==> src/sv/lcddith_pkg.sv <==
// Shared constants, register indexes and the dither mapping function for the
// 2bpp-to-1bpp dithering scaler. No dependencies.
package lcddith_pkg;

    // Source geometry and framebuffer stride
    localparam int SRC_ROWS      = 144;
    localparam int FB_ROW_STRIDE = 52;

    // Last valid source row, used for clamping
    localparam logic [7:0] SRC_LAST_ROW = 8'(SRC_ROWS - 1);

    // Divide-by-3 of an 8-bit value: (n * 171) >> 9 is exact for n < 256
    localparam logic [7:0] DIV3_RECIP = 8'd171;
    localparam int         DIV3_SHIFT = 9;

    // Configuration register reset values
    localparam logic [15:0] DITHER_RESET = 16'h0B1F;
    localparam logic [7:0]  BOTTOM_RESET = 8'd240;
    localparam logic [5:0]  LEFT_RESET   = 6'd5;

    // Configuration register indexes
    typedef enum logic [1:0] {
        REG_DITHER_TABLE = 2'd0,
        REG_BOTTOM_ROW   = 2'd1,
        REG_LEFT_OFFSET  = 2'd2,
        REG_UNUSED       = 2'd3
    } cfg_reg_t;

    // Map four 2-bit gray pixels through a pattern; the first pixel (low bits)
    // lands in bits 7:6 of the result
    function automatic logic [7:0] map_byte(input logic [7:0] pix, input logic [7:0] pattern);
        logic [7:0] acc;
        acc = '0;
        for (int i = 0; i < 4; i++) begin
            acc[7 - 2*i -: 2] = pattern[{pix[2*i +: 2], 1'b0} +: 2];
        end
        return acc;
    endfunction

endpackage

==> src/sv/lcd_2bpp_to_dithered_1bpp.sv <==
// Top level of the 2bpp-to-1bpp ordered-dither converter with 2,2,1 vertical
// scaling. Uses lcddith_pkg for constants, register indexes and map_byte.
//
// Usage:
//   Request channel: drive start high with pixel_byte, source_row,
//   byte_column and frame_parity. A request is taken at every rising edge
//   with start high and busy low; busy is always low, so one request can be
//   taken every cycle (throughput 1 item per cycle).
//   Result channel: done pulses for exactly one cycle with all result ports
//   valid once the request leaves stage 3. Results leave in request order.
//   The receiver cannot stall, so nothing ever backs up inside the block.
//   Pipeline: stage 1 clamps the row, forms the bottom-up index k, the skip
//   bit and (k + 1) / 3, and dithers the byte; stage 2 forms the row span and
//   top row; stage 3 forms the framebuffer address and the result registers.
//   Configuration: cfg_valid/cfg_ready write channel, cfg_index selects the
//   register (0 dither_table, 1 bottom_row, 2 left_byte_offset); index 3
//   is ignored. cfg_ready is always high. Write only while no request is in
//   flight.
//   Reset (rst_n low, asynchronous): pipeline empties, done drops and the
//   registers return to 0x0B1F, 240 and 5.
module lcd_2bpp_to_dithered_1bpp
    import lcddith_pkg::*;
(
    input  logic        clk,
    input  logic        rst_n,

    // Request channel
    input  logic        start,
    output logic        busy,
    input  logic [7:0]  pixel_byte,
    input  logic [7:0]  source_row,
    input  logic [5:0]  byte_column,
    input  logic        frame_parity,

    // Configuration write channel
    input  logic        cfg_valid,
    output logic        cfg_ready,
    input  logic [1:0]  cfg_index,
    input  logic [15:0] cfg_data,

    // Result channel
    output logic        done,
    output logic        row_skipped,
    output logic [13:0] fb_address,
    output logic [7:0]  first_byte,
    output logic [7:0]  second_byte,
    output logic        double_row,
    output logic [7:0]  first_row,
    output logic [7:0]  last_row
);

    // Configuration registers
    logic [15:0] dither_reg;
    logic [7:0]  bottom_reg;
    logic [5:0]  left_reg;

    // Stage 1 registers
    logic        s1_valid_reg;
    logic        s1_skip_reg;
    logic [7:0]  s1_n_reg;
    logic [6:0]  s1_q_reg;
    logic [7:0]  s1_byte0_reg;
    logic [7:0]  s1_byte1_reg;
    logic [5:0]  s1_col_reg;

    // Stage 2 registers
    logic        s2_valid_reg;
    logic        s2_skip_reg;
    logic        s2_dbl_reg;
    logic [13:0] s2_top_reg;
    logic [7:0]  s2_byte0_reg;
    logic [7:0]  s2_byte1_reg;
    logic [5:0]  s2_col_reg;

    // Result registers
    logic        done_reg;
    logic        skip_reg;
    logic [13:0] addr_reg;
    logic [7:0]  byte0_reg;
    logic [7:0]  byte1_reg;
    logic        dbl_reg;
    logic [7:0]  first_reg;
    logic [7:0]  last_reg;

    // Stage 1 combinational values
    logic [7:0]  s1_row_next;
    logic [7:0]  s1_k_next;
    logic [7:0]  s1_n_next;
    logic [15:0] s1_prod_next;
    logic [6:0]  s1_q_next;
    logic        s1_skip_next;

    // Stage 2 combinational values
    logic [1:0]  s2_r_next;
    logic [8:0]  s2_span_next;
    logic [13:0] s2_top_next;
    logic        s2_dbl_next;

    // Stage 3 combinational values
    logic [13:0] addr_next;
    logic [7:0]  last_next;

    assign busy      = 1'b0;
    assign cfg_ready = 1'b1;

    // Hold configuration registers
    always_ff @(posedge clk or negedge rst_n)
    begin
        if (!rst_n)
        begin
            dither_reg <= DITHER_RESET;
            bottom_reg <= BOTTOM_RESET;
            left_reg   <= LEFT_RESET;
        end
        else if (cfg_valid && cfg_ready)
        begin
            case (cfg_reg_t'(cfg_index))
                REG_DITHER_TABLE: dither_reg <= cfg_data;
                REG_BOTTOM_ROW:   bottom_reg <= cfg_data[7:0];
                REG_LEFT_OFFSET:  left_reg   <= cfg_data[5:0];
                default:          ;
            endcase
        end
    end

    // Stage 1: clamp row, bottom-up index, interlace test, divide by 3
    always_comb
    begin
        s1_row_next  = (source_row > SRC_LAST_ROW) ? SRC_LAST_ROW : source_row;
        s1_k_next    = SRC_LAST_ROW - s1_row_next;
        s1_n_next    = s1_k_next + 8'd1;
        s1_prod_next = 16'(s1_n_next) * 16'(DIV3_RECIP);
        s1_q_next    = s1_prod_next[DIV3_SHIFT +: 7];
        s1_skip_next = frame_parity ^ s1_k_next[0];
    end

    always_ff @(posedge clk or negedge rst_n)
    begin
        if (!rst_n)
            s1_valid_reg <= 1'b0;
        else
            s1_valid_reg <= start && !busy;
    end

    always_ff @(posedge clk)
    begin
        if (start && !busy)
        begin
            s1_skip_reg  <= s1_skip_next;
            s1_n_reg     <= s1_n_next;
            s1_q_reg     <= s1_q_next;
            s1_byte0_reg <= map_byte(pixel_byte, dither_reg[7:0]);
            s1_byte1_reg <= map_byte(pixel_byte, dither_reg[15:8]);
            s1_col_reg   <= byte_column;
        end
    end

    // Stage 2: remainder, double-row flag, scaled span and top framebuffer row
    always_comb
    begin
        s2_r_next    = 2'(s1_n_reg - 8'(3 * s1_q_reg));
        s2_span_next = 9'(5 * s1_q_reg) + 9'({s2_r_next, 1'b0});
        s2_top_next  = 14'(bottom_reg) - 14'(s2_span_next);
        s2_dbl_next  = (s2_r_next != 2'd0);
    end

    always_ff @(posedge clk or negedge rst_n)
    begin
        if (!rst_n)
            s2_valid_reg <= 1'b0;
        else
            s2_valid_reg <= s1_valid_reg;
    end

    always_ff @(posedge clk)
    begin
        if (s1_valid_reg)
        begin
            s2_skip_reg  <= s1_skip_reg;
            s2_dbl_reg   <= s2_dbl_next;
            s2_top_reg   <= s2_top_next;
            s2_byte0_reg <= s1_byte0_reg;
            s2_byte1_reg <= s1_byte1_reg;
            s2_col_reg   <= s1_col_reg;
        end
    end

    // Stage 3: framebuffer address and last row
    always_comb
    begin
        addr_next = 14'(left_reg) + 14'(s2_top_reg * 14'(FB_ROW_STRIDE)) + 14'(s2_col_reg);
        last_next = s2_top_reg[7:0] + 8'(s2_dbl_reg);
    end

    always_ff @(posedge clk or negedge rst_n)
    begin
        if (!rst_n)
            done_reg <= 1'b0;
        else
            done_reg <= s2_valid_reg;
    end

    // Register the results; drop all fields of a skipped row to zero
    always_ff @(posedge clk)
    begin
        if (s2_valid_reg)
        begin
            skip_reg <= s2_skip_reg;
            if (s2_skip_reg)
            begin
                addr_reg  <= '0;
                byte0_reg <= '0;
                byte1_reg <= '0;
                dbl_reg   <= 1'b0;
                first_reg <= '0;
                last_reg  <= '0;
            end
            else
            begin
                addr_reg  <= addr_next;
                byte0_reg <= s2_byte0_reg;
                byte1_reg <= s2_dbl_reg ? s2_byte1_reg : 8'd0;
                dbl_reg   <= s2_dbl_reg;
                first_reg <= s2_top_reg[7:0];
                last_reg  <= last_next;
            end
        end
    end

    assign done        = done_reg;
    assign row_skipped = skip_reg;
    assign fb_address  = addr_reg;
    assign first_byte  = byte0_reg;
    assign second_byte = byte1_reg;
    assign double_row  = dbl_reg;
    assign first_row   = first_reg;
    assign last_row    = last_reg;

    // Every request yields exactly one result strobe at the end of the pipeline
    assert property (@(posedge clk) disable iff (!rst_n)
        (start && !busy) |-> ##3 done)
        else $error("result strobe missing for a request");

    // A result strobe always traces back to a request
    assert property (@(posedge clk) disable iff (!rst_n)
        done |-> $past(start && !busy, 3))
        else $error("result strobe without a request");

    // Skipped rows carry all-zero fields
    assert property (@(posedge clk) disable iff (!rst_n)
        (done && row_skipped) |-> (fb_address == 14'd0 && first_byte == 8'd0 &&
            second_byte == 8'd0 && !double_row && first_row == 8'd0 && last_row == 8'd0))
        else $error("skipped row with nonzero fields");

    // Row span agrees with the double-row flag
    assert property (@(posedge clk) disable iff (!rst_n)
        (done && !row_skipped) |-> (last_row == first_row + 8'(double_row) &&
            (double_row || second_byte == 8'd0)))
        else $error("row span inconsistent with double_row");

endmodule

==> config.mk <==
export PLATFORM = sky130hd
export DESIGN_NAME = lcd_2bpp_to_dithered_1bpp
export DESIGN_NICKNAME = d
export VERILOG_FILES = /design/src/sv/lcddith_pkg.sv /design/src/sv/lcd_2bpp_to_dithered_1bpp.sv
export SDC_FILE = /design/constraint.sdc
export NUM_CORES = 1
export LEC_CHECK = 0
export BUFFER_PORTS_ARGS = -buffer_cell sky130_fd_sc_hd__buf_2
export CAP_MARGIN = 20
export CORE_AREA = 4 4 132 134
export CTS_BUF_LIST = sky130_fd_sc_hd__clkbuf_2 sky130_fd_sc_hd__clkbuf_4 sky130_fd_sc_hd__clkbuf_8
export CTS_CLUSTER_SIZE = 24
export DETAILED_ROUTE_END_ITERATION = 8
export DIE_AREA = 0 0 136 138
export GPL_TIMING_DRIVEN = 0
export HOLD_SLACK_MARGIN = 0.08
export PLACE_DENSITY = 0.74
export SETUP_SLACK_MARGIN = 0.1
export SKIP_LAST_GASP = 1
export SYNTH_ARGS = -nofsm -noshare
export SYNTH_HDL_FRONTEND = slang
export SYNTH_SLANG_ARGS = --single-unit
==> constraint.sdc <==
create_clock -name clk -period 5.1 [get_ports clk]
set_input_delay 1.275 -clock clk [delete_from_list [all_inputs] [get_ports clk]]
set_output_delay 1.275 -clock clk [all_outputs]
set_load 0.01 [all_outputs]
Word-level counts from Yosys, hierarchy flattened
Index checks and enable logic that the tools add are counted.
Cells by class
  add/subtract/negate cells: 8
  multipliers: 4
  magnitude comparators: 1
  equality and inequality tests: 2
  shifts and indexed selects: 8
  mux-type cells: 1
  bitwise gates (word level): 2
  reduce and logical (&&, ||, !) cells: 6
Operators by type and width (count)
  $shiftx 8x4->2: 8
  $mul 8x8->16 const B: 1
  $add 14x6->14: 1
  $add 6x14->14: 1
  $mul 14x4->12 const B: 1
  $sub 8x9->10: 1
  $add 9x3->9: 1
  $mul 3x7->9 const A: 1
  $add 8x1->8: 1
  $add 8x1->8 const B: 1
  $gt 8x8->1 const B: 1
  $mux 8: 1
  $sub 8x8->8 const A: 1
  $mul 2x7->2 const A: 1
  $reduce_and 2->1: 3
  $eq 2x1->1 const B: 1
  $eq 2x2->1 const B: 1
  $logic_not 2->1: 1
  $reduce_bool 2->1: 1
  $reduce_or 2->1: 1
  $sub 2x2->2: 1
  $not 1->1: 1
  $xor 1x1->1: 1
Word-level totals
  bits in registers: 151
  input bits: 45
  word-level logic and storage cells: 57

Longest topological paths before layout
  word-level depth: 5
  gate-level depth with buffers: 19

Worst setup path before layout
Ideal clock, no wire load.
  path type: input to register
  start: input source_row[6]
  end: register s1_q_reg[6], data pin
  setup time: 0.258 ns
  data arrival time: 5.800 ns
  required time: 4.842 ns
  path slack: -0.958 ns
  stages on the path: 18
  path buffers: 0
  path through: o31a_1 nor2_1 inv_1 ha_1 inv_1 ha_1 fa_1 inv_1 fa_1 inv_1 fa_1 ha_1 a21o_1 or3_1 o211a_1 a311o_1 a21oi_1 xnor2_1
Between the ends
  word-level cells in the longest chain between the ends: 5
RTL lines
  start: declaration: RTL line lcd_2bpp_to_dithered_1bpp.sv:31  | input logic [7:0] source_row,
  $gt 8x8->1: RTL line lcd_2bpp_to_dithered_1bpp.sv:129  | s1_row_next = (source_row > SRC_LAST_ROW) ? SRC_LAST_ROW : source_row;
  $mux 8: RTL line lcd_2bpp_to_dithered_1bpp.sv:129
  $sub 8x8->8: RTL line lcd_2bpp_to_dithered_1bpp.sv:130  | s1_k_next = SRC_LAST_ROW - s1_row_next;
  $add 8x1->8: RTL line lcd_2bpp_to_dithered_1bpp.sv:131  | s1_n_next = s1_k_next + 8'd1;
  via s1_n_next[0]: RTL line lcd_2bpp_to_dithered_1bpp.sv:88  | logic [7:0] s1_n_next;
  $mul 8x8->16: RTL line lcd_2bpp_to_dithered_1bpp.sv:132  | s1_prod_next = 16'(s1_n_next) * 16'(DIV3_RECIP);
  via s1_prod_next[15]: RTL line lcd_2bpp_to_dithered_1bpp.sv:89  | logic [15:0] s1_prod_next;
  end signal: assignment: RTL line lcd_2bpp_to_dithered_1bpp.sv:151  | s1_q_reg <= s1_q_next;
  end: declaration: RTL line lcd_2bpp_to_dithered_1bpp.sv:61  | logic [6:0] s1_q_reg;
The timed path passes the listed nets, and every way through them passes these cells.
A chain may end at the register's enable or synchronous reset.

Final worst setup path
  start: input source_row[4]
  end: register s1_q_reg[4], data pin
Same word-level chain as after synthesis.

==> out/metrics.csv <==
metric;value;unit
status;complete, but fails checks;
violations;negative setup slack;
rrSetupSlack;1310;ps
grt_max_degree;49;
fill_cells;1188;
finalWirelength;15400;µm
clock_latency;440;ps
globalRouteTotalUtil;16.8;%
root_buffer;clkbuf_8;
whs_path_depth;0;
relSlewSlack;48.2;%
drive_above_1_share;30.7;%
grt_pass1_wl;25000;µm
yosys_warnings;0;
worstHoldPathType;reg -> reg;
timing.fmax;179;MHz
dp_cells;993;
yosysSeqAreaShare;48.6;%
hold_buffers;0;
cp_cell_sequence;buf_8 > o31a_1 > nor2_4 > inv_4 > ha_4 > inv_4 > ha_4 > fa_1 > inv_1 > fa_1 > inv_2 > fa_1 > ha_4 > a21o_1 > or3_4 > o211a_1 > buf_6 > o21a_1 > nor2_2 > xnor2_1;
globalRouteMet2Util;29.2;%
multiInputGateArea;4260;µm²
reg2regPathDepth;16;
cts_max_path_buffers;2;
synth-async-reset-ratio;22.4;%
path_class;in -> reg;
skew;10.3;ps
grt_pass1_vias;5417;
cp_data_arrival_time;5770;ps
post-place-ws;-1200;ps
synth_ff_type;edfxtp_1;
synth_cell_type_count;58;
crit_family;adder cells;
max_slew.worst_pin.slew;777;ps
busiest_layer;met2;
area_growth;17.3;%
final_cells;1043;
whs_endpoint;s2_byte0_reg[0];
syn_area_per_cell;12.9;µm²
setup_viol;7;
ant_nets;0;
end_kind;flop;
hp-start;s1_byte0_reg[0];
slowest_delay;590;ps
largest_reg_flops;16;
drtIter0Drc;245;
antenna_found_initial;1;
final_core_util;63.1;%
viasPerCell;5.15;
r2r-end;s2_top_reg[8];
timing.rr.start;s1_q_reg[0];
rsz0062_at_grt;yes;
start_util;53.9;%
grt_overflow_total;0;
crit_slowest_cell;fa_1;
min_period;5570;ps
synth-seq-cells;147;
crit_fanout;4;
io_buffers;93;
hold_viol;0;
synth_edf_count;114;
fin_setup_tns;-1990;ps
cts_tree;yes;
post_drt_wl_per_cell;14.7;µm
worst-path-buf-inv;6;
cap_violations;0;
core;16300;µm²
cts_num_sinks;147;
regArea;4270;µm²
met3_usage;3.16;%
worstPathRequired;5300;ps
die_area;18800;µm²
drt_pass1_iterations;5;
setup_slack;-471;ps
dieWidth;136;µm
diodes;0;
drv_slew;0;
ioPinCount;96;
cts_made_buffers;17;
hpwl;12000;µm
vias;5372;
cts-htree-levels;4;
layout.nets;982;
synth_cells;678;
die_h;138;µm
min_period_over_period;109;%
syn-num-nets;850;
fp-row-count;47;
cp-start-kind;input port;
path_clk_slew;80;ps
use_met1;20.4;%
gp_congestion;0.856;
drc_errors;0;
syn-cell-area;8770;µm²
==> Yosys cell counts, drive strengths merged, types with 3 or more instances <==
cell type	number	area, µm²
nand3	8	45.0
nand4	3	18.8
dfrtp	19	475
inv	100	375
fa	27	541
a21o	6	45.0
nor3	13	70.1
nand2	13	48.8
a211oi	5	52.6
and2	9	56.3
o21a	5	37.5
mux4	16	360
buf	5	45.0
dfstp	14	368
and3	3	18.8
xor2	19	166
or2	7	46.3
o21ai	14	70.1
nor2b	26	163
a21oi	20	100
ha	100	1250
nand2b	3	18.8
nor2	38	143
xnor2	22	193
or4	3	22.5
mux2	30	338
o31ai	4	30.0
edfxtp	114	3420
clkbuf	4	15.0
==> final cells by class <==
class | instances | area share [%]
tap | 220 | 2.68
buffer | 9 | 0.584
multi-input combinational | 422 | 41.4
inverter | 100 | 3.70
clock buffer | 18 | 2.35
timing repair buffer | 113 | 6.63
clock inverter | 14 | 1.17
sequential | 147 | 41.5
==> worst max-delay path by stage <==
| stage | slack [ps] | to | startpoint | cells past startpoint |
|---|---|---|---|---|
| floorplan | -630 | s1_q_reg[6] | source_row[4] | 18 |
| global placement | -1100 | s1_q_reg[6] | source_row[4] | 18 |
| detailed placement | -1200 | s1_q_reg[6] | source_row[4] | 18 |
| CTS | -420 | s1_q_reg[6] | source_row[6] | 19 |
| global route | -580 | s1_q_reg[4] | source_row[7] | 20 |
| finish | -470 | s1_q_reg[4] | source_row[4] | 20 |
==> metal layers <==
| layer | part of all wire [%] | up-vias | routed length (µm) |
|---|---|---|---|
| li1 | - | 2658 | - |
| met1 | 41 | 2560 | 6300 |
| met2 | 52 | 127 | 7950 |
| met3 | 4.8 | 25 | 742 |
| met4 | 2.3 | 2 | 347 |
| met5 | 0.078 | - | 12 |
==> per-stage QoR <==
stage | instance area, µm² | hold WS, ps
after floorplan | 8820 | 400
after global placement | 9560 | 401
after detailed placement | 9610 | 405
after CTS | 10200 | 425
after global routing | 10300 | 430
final | 10300 | 426
==> layout by cell type (no fill, tap or decap), types with 18 or more instances in the layout <==
cell        n
edfxtp_1  114
inv_1      97
ha_1       95
buf_2      90
nor2_1     33
mux2_2     30
fa_1       27
nor2b_1    26
xnor2_1    21
buf_4      19
a21oi_1    18
dfrtp_1    18
==> worst register-to-register path, delay by kind of cell, from the launching register on <==
kind / cells / cell delay (ps)
DFF: 1 / 480
buffers and inverters: 1 / 60
AOI/OAI and AO/OA: 4 / 640
xor gates and xnor gates: 3 / 470
and+or+nand+nor: 3 / 570
adders and majority gates: 5 / 1330
==> cells by family (layout without fill, tap and decap cells) <==
group,Yosys count,after routing,share of synthesized area [%]
compound gates,71,71,5.56
xor+xnor,41,41,4.09
fa+ha+maj,127,127,20.4
buf+inv,109,254,4.96
flops,147,147,48.6
mux,48,48,8.19
other cells,2,2,0.0856
simple gates,133,133,8.04
==> what timing repair did <==
| item | in CTS | in global routing |
|---|---|---|
| pin swaps | 24 | 15 |
| setup buffers | 15 | 3 |
| setup endpoints to repair | 7 | 7 |
| gates resized for setup | 19 | 16 |
Power is left out: the tool's default activity adds up to more than one toggle a clock period on the data nets, which glitch-free logic cannot reach.
